`src/rtl/core/h264p_pkg.sv`:
```
// Shared types and constants for the Annex B to RTP FU-A packetizer.
// No dependencies; imported by every module of the block.
package h264p_pkg;

    // configuration register indexes
    localparam logic CFG_ENABLE = 1'b0;
    localparam logic CFG_MTU    = 1'b1;

    // item commands
    localparam logic CMD_BYTE = 1'b0;
    localparam logic CMD_TICK = 1'b1;

    // RTP and FU-A constants
    localparam int unsigned RTP_HEADER_BYTES = 12;
    localparam int unsigned MTU_FLOOR        = 16;
    localparam logic [7:0]  NRI_MASK         = 8'h60;
    localparam logic [7:0]  TYPE_MASK        = 8'h1f;
    localparam logic [7:0]  FU_A_TYPE        = 8'd28;
    localparam logic [4:0]  NAL_SPS          = 5'd7;
    localparam logic [4:0]  NAL_PPS          = 5'd8;
    localparam logic [11:0] MTU_RESET        = 12'd1500;

    // depth of the result queue between front and back
    localparam int unsigned Q_DEPTH = 4;

    // one payload byte with its packet flags
    typedef struct packed {
        logic [7:0]         byte_val;
        logic               pkt_first;
        logic               pkt_last;
        logic               marker;
        logic signed [31:0] ptime;
        logic               ovf;
    } t_beat;

endpackage

```
`src/rtl/core/h264p_queue.sv`:
```
// Back end: short result queue that holds beats until the output side takes them.
// Depends on h264p_pkg (t_beat, Q_DEPTH).
module h264p_queue import h264p_pkg::*; (
    input  logic                       i_clk,
    input  logic                       i_rst_n,
    input  logic                       i_push,
    input  t_beat                      i_beat,
    input  logic                       i_pop,
    output logic                       o_valid,
    output t_beat                      o_beat,
    output logic [$clog2(Q_DEPTH):0]   o_count
);

    localparam int unsigned PW = $clog2(Q_DEPTH);

    t_beat            r_slot [Q_DEPTH];
    logic [PW-1:0]    r_wr, n_wr;
    logic [PW-1:0]    r_rd, n_rd;
    logic [PW:0]      r_cnt, n_cnt;
    logic             pop_c;

    // advance pointers and count
    always_comb begin
        pop_c = i_pop && (r_cnt != '0);
        n_wr  = i_push ? r_wr + PW'(1) : r_wr;
        n_rd  = pop_c ? r_rd + PW'(1) : r_rd;
        n_cnt = r_cnt + (PW+1)'(i_push) - (PW+1)'(pop_c);
    end

    always_ff @(posedge i_clk) begin
        if (!i_rst_n) begin
            r_wr  <= '0;
            r_rd  <= '0;
            r_cnt <= '0;
        end else begin
            r_wr  <= n_wr;
            r_rd  <= n_rd;
            r_cnt <= n_cnt;
        end
    end

    // hold beats
    always_ff @(posedge i_clk) begin
        if (i_push) begin
            r_slot[r_wr] <= i_beat;
        end
    end

    assign o_valid = (r_cnt != '0);
    assign o_beat  = r_slot[r_rd];
    assign o_count = r_cnt;

    a_no_overrun: assert property (@(posedge i_clk) disable iff (!i_rst_n)
        i_push |-> (r_cnt < (PW+1)'(Q_DEPTH) || pop_c)) else $error("queue overrun");
    a_cnt_bound: assert property (@(posedge i_clk) disable iff (!i_rst_n)
        r_cnt <= (PW+1)'(Q_DEPTH)) else $error("queue count out of range");
    a_cnt_track: assert property (@(posedge i_clk) disable iff (!i_rst_n)
        (i_push && !pop_c) |=> (r_cnt == $past(r_cnt) + (PW+1)'(1)))
        else $error("queue count lost a push");

endmodule

```
`config.mk`:
```
export PLATFORM = sky130hd
export DESIGN_NAME = h264p_queue
export DESIGN_NICKNAME = d
export VERILOG_FILES = /design/src/rtl/core/h264p_pkg.sv /design/src/rtl/core/h264p_queue.sv
export SDC_FILE = /design/constraint.sdc
export NUM_CORES = 1
export LEC_CHECK = 0
export ABC_AREA = 1
export BUFFER_PORTS_ARGS = -buffer_cell sky130_fd_sc_hd__buf_2
export CORE_MARGIN = 3
export CORE_UTILIZATION = 35
export DETAILED_ROUTE_END_ITERATION = 6
export PLACE_DENSITY = 0.64
export RECOVER_POWER = 25
export SLEW_MARGIN = 25
export SYNTH_ARGS = -nofsm -noshare
export SYNTH_HDL_FRONTEND = slang
export SYNTH_SLANG_ARGS = --single-unit
```
`constraint.sdc`:
```
create_clock -name i_clk -period 5.5 [get_ports i_clk]
set_input_delay 0.55 -clock i_clk [delete_from_list [all_inputs] [get_ports i_clk]]
set_output_delay 0.55 -clock i_clk [all_outputs]
set_load 0.01 [all_outputs]
```
==> summary.txt <==
GRT Total Usage - 14.05%
nature of the critical path startpoint - flip-flop
Max-Slew Margin vs Limit - 38.80%
Buf/Inv on CP - 2
LEAKAGE - 0.002830 uW
register area share after synthesis - 77.38%
DR iter-0 viols - 277
IO Port Bufs - 95
worst hold margin - 0.3442 ns
CTS Sinks - 185
nets@finish - 627
reg-to-reg endpoint - o_count[2]
initial cell density of the core - 35.94%
Core ar. - 0.01965 sq mm
first drt pass iteration count - 5
WL/cell - 17.76 um
pin count of the biggest net entering global routing - 90
library cells used by synthesis - 22
synthesized area per cell - 14.56 sq um
post-cts gate resize count - 0
Chip Height - 148.1 um
crit path max fanout - 45
CP delay by family, top - flip-flops
layout cell share with drive strength beyond 1 - 20.34%
Clk pin slew, worst setup/hold paths - 0.06 ns
Slew Limit Fails - 0
Clock Tree Buf Depth - 2
most frequent cells in the layout - edfxtp_1 (176), nor2_1 (83), o21ai_0 (83), buf_2 (65), clkbuf_1 (36)
maxcap violations - 0
H-tree levels - 4
Area contributors post-synth - edfxtp_1 (75%), o21ai_0 (5.9%), nor2_1 (4.4%), o22ai_1 (3.0%), dfxtp_1 (2.6%)
Critical Path Sink Type - primary output
CP Class - flip-flop to primary output
Area Growth Syn to Fin - 17.08%
outcome - complete, no violations
# fillers - 1856
endpoints failing setup - 0
RSZ-0062 raised after global routing - false
FF/Latch Area - 0.005470 sq mm
GRT overflow - 0
commonest non-fill, non-tap cell in the layout - edfxtp_1
Critical Path AT - 2.52 ns
worst slew pin tran - 0.9180 ns
DP Wirelength - 8296 um
Die W - 148.1 um
Remaining DRCs - 0
fmax - 0.3255 GHz
Worst path max stage delay - 0.93 ns
Hold Path Sink - r_slot[1][14]
initial antenna violation count - 1
Post-CTS Repair Setup Buffers - 0
Worst R2R Start - o_count[1]
CTS Buf Count - 17
Synth area leader - edfxtp_1
Worst-Skew Late Latency - 0.42 ns
antenna diode count - 0
Max Clock Skew - 0.006344 ns
worst-path cell chain - inv_2 -> o21ai_0 -> o22ai_2 -> buf_2
global placer's final weighted congestion - 0.6855
Cell Area, Synth - 0.007063 sq mm
pwr/cell area - 440.4 mW/mm^2
Die Area - 0.02192 sq mm
HP Start - i_beat[14]
# hold bufs at CTS - 0
Mapped Nets - 540
Antenna Nets Post-Route - 0
area fraction of the dominant cell type after synthesis - 74.83%
CP required - 4.95 ns
Syn Inst Count - 485
WHS Path Cells - 1
Vias - 4199
Setup TNS - 0 ns
clk root buf - clkbuf_16
Max VDD drop - 239.0 uV
FP Rows - 51
warnings from Yosys - 0
vias in the first global route - 4405
Slowest-stage cell, CP - dfxtp_2
first-pass GRT wire length - 23620 um
Final min period - 3.072 ns
Final period util - 55.85%
FF-to-FF setup slack - 3.70 ns
io pins - 96
flops & latches, synth - 185
Reg2Reg Depth - 8
Hold WC Path Type - input pin to flip-flop
Hold Fails Final Rpt - 0
CTS tree - done
Post-Route WL - 15090 um
Multi-input gate area - 0.001353 sq mm
routed vias/inst - 4.940
[flip-flops by register name, summed over array words and instances (netlist names), named ones only]
| name | cells |
|---|---|
| r_wr | 2 |
| o_count | 3 |
| r_slot | 176 |
| r_rd | 2 |
[power breakdown]
part | switching [uW] | internal [uW]
logic | 428 | 244
clock network | 492 | 759
registers | 98.1 | 1620
[per-stage QoR]
step,utilization (%),cell area (sq um),setup WS [ns],total power (uW),instances
floorplan,-,7063,3.651,2181,485
global placement,39.17,7699,2.898,2404,818
finish,42.07,8269,2.428,3642,850
global route,42.07,8269,2.191,3827,850
detailed placement,39.22,7709,2.815,2440,818
CTS,42.27,8307,2.373,3679,850
[per-layer routing]
metal	GRT usage, %	up-vias	wire (um)
met5	0	-	13
met4	5.035	2	168
met3	3.991	15	883
met2	24.23	124	7687
met1	16.93	2082	6339
li1	-	1976	-
[cell families after synthesis]
group                      after synthesis  share of synthesized area [%]
DFF                                    185                          77.38
AOI/OAI and AO/OA                      140                          11.62
and+or+nand+nor                        109                          6.182
buffers and inverters                   44                          3.472
adders and majority gates                7                          1.346
[worst max path at each step]
stage | slack, ns | cells after the start | to
after floorplan | 3.65 | 4 | r_slot[2][0]
final | 2.43 | 4 | o_beat[30]
after global routing | 2.19 | 4 | o_beat[0]
after CTS | 2.37 | 4 | o_beat[17]
after global placement | 2.90 | 4 | o_beat[17]
after detailed placement | 2.81 | 4 | o_beat[32]
[cell usage after synthesis (all sizes together)]
cell and instances:
ha 6, clkbuf 3, nand3 2, buf 24, a21boi 1, dfxtp 9
nand2 14, inv 17, fa 1, o21ai 90, edfxtp 176, nor2 93
a21oi 5, o22ai 44
[worst reg2reg max path, delay by kind of cell (launching register included)]
family          cells  cell delay [ns]
buf+inv             1             0.04
compound gates      2             0.27
flops               1             0.34
simple gates        2             0.21
fa+ha+maj           3             0.85
[final cells by class]
class                           instances  area share [%]
Timing Repair Buffer                   95           5.296
Clock buffer                           23           5.417
Inverter                               17          0.9532
Tap cell                              265           4.010
Multi-Input combinational cell        256           16.36
Sequential cell                       185           66.15
Clock inverter                          9           1.816
No activity file was read; power rests on OpenSTA's default activity.
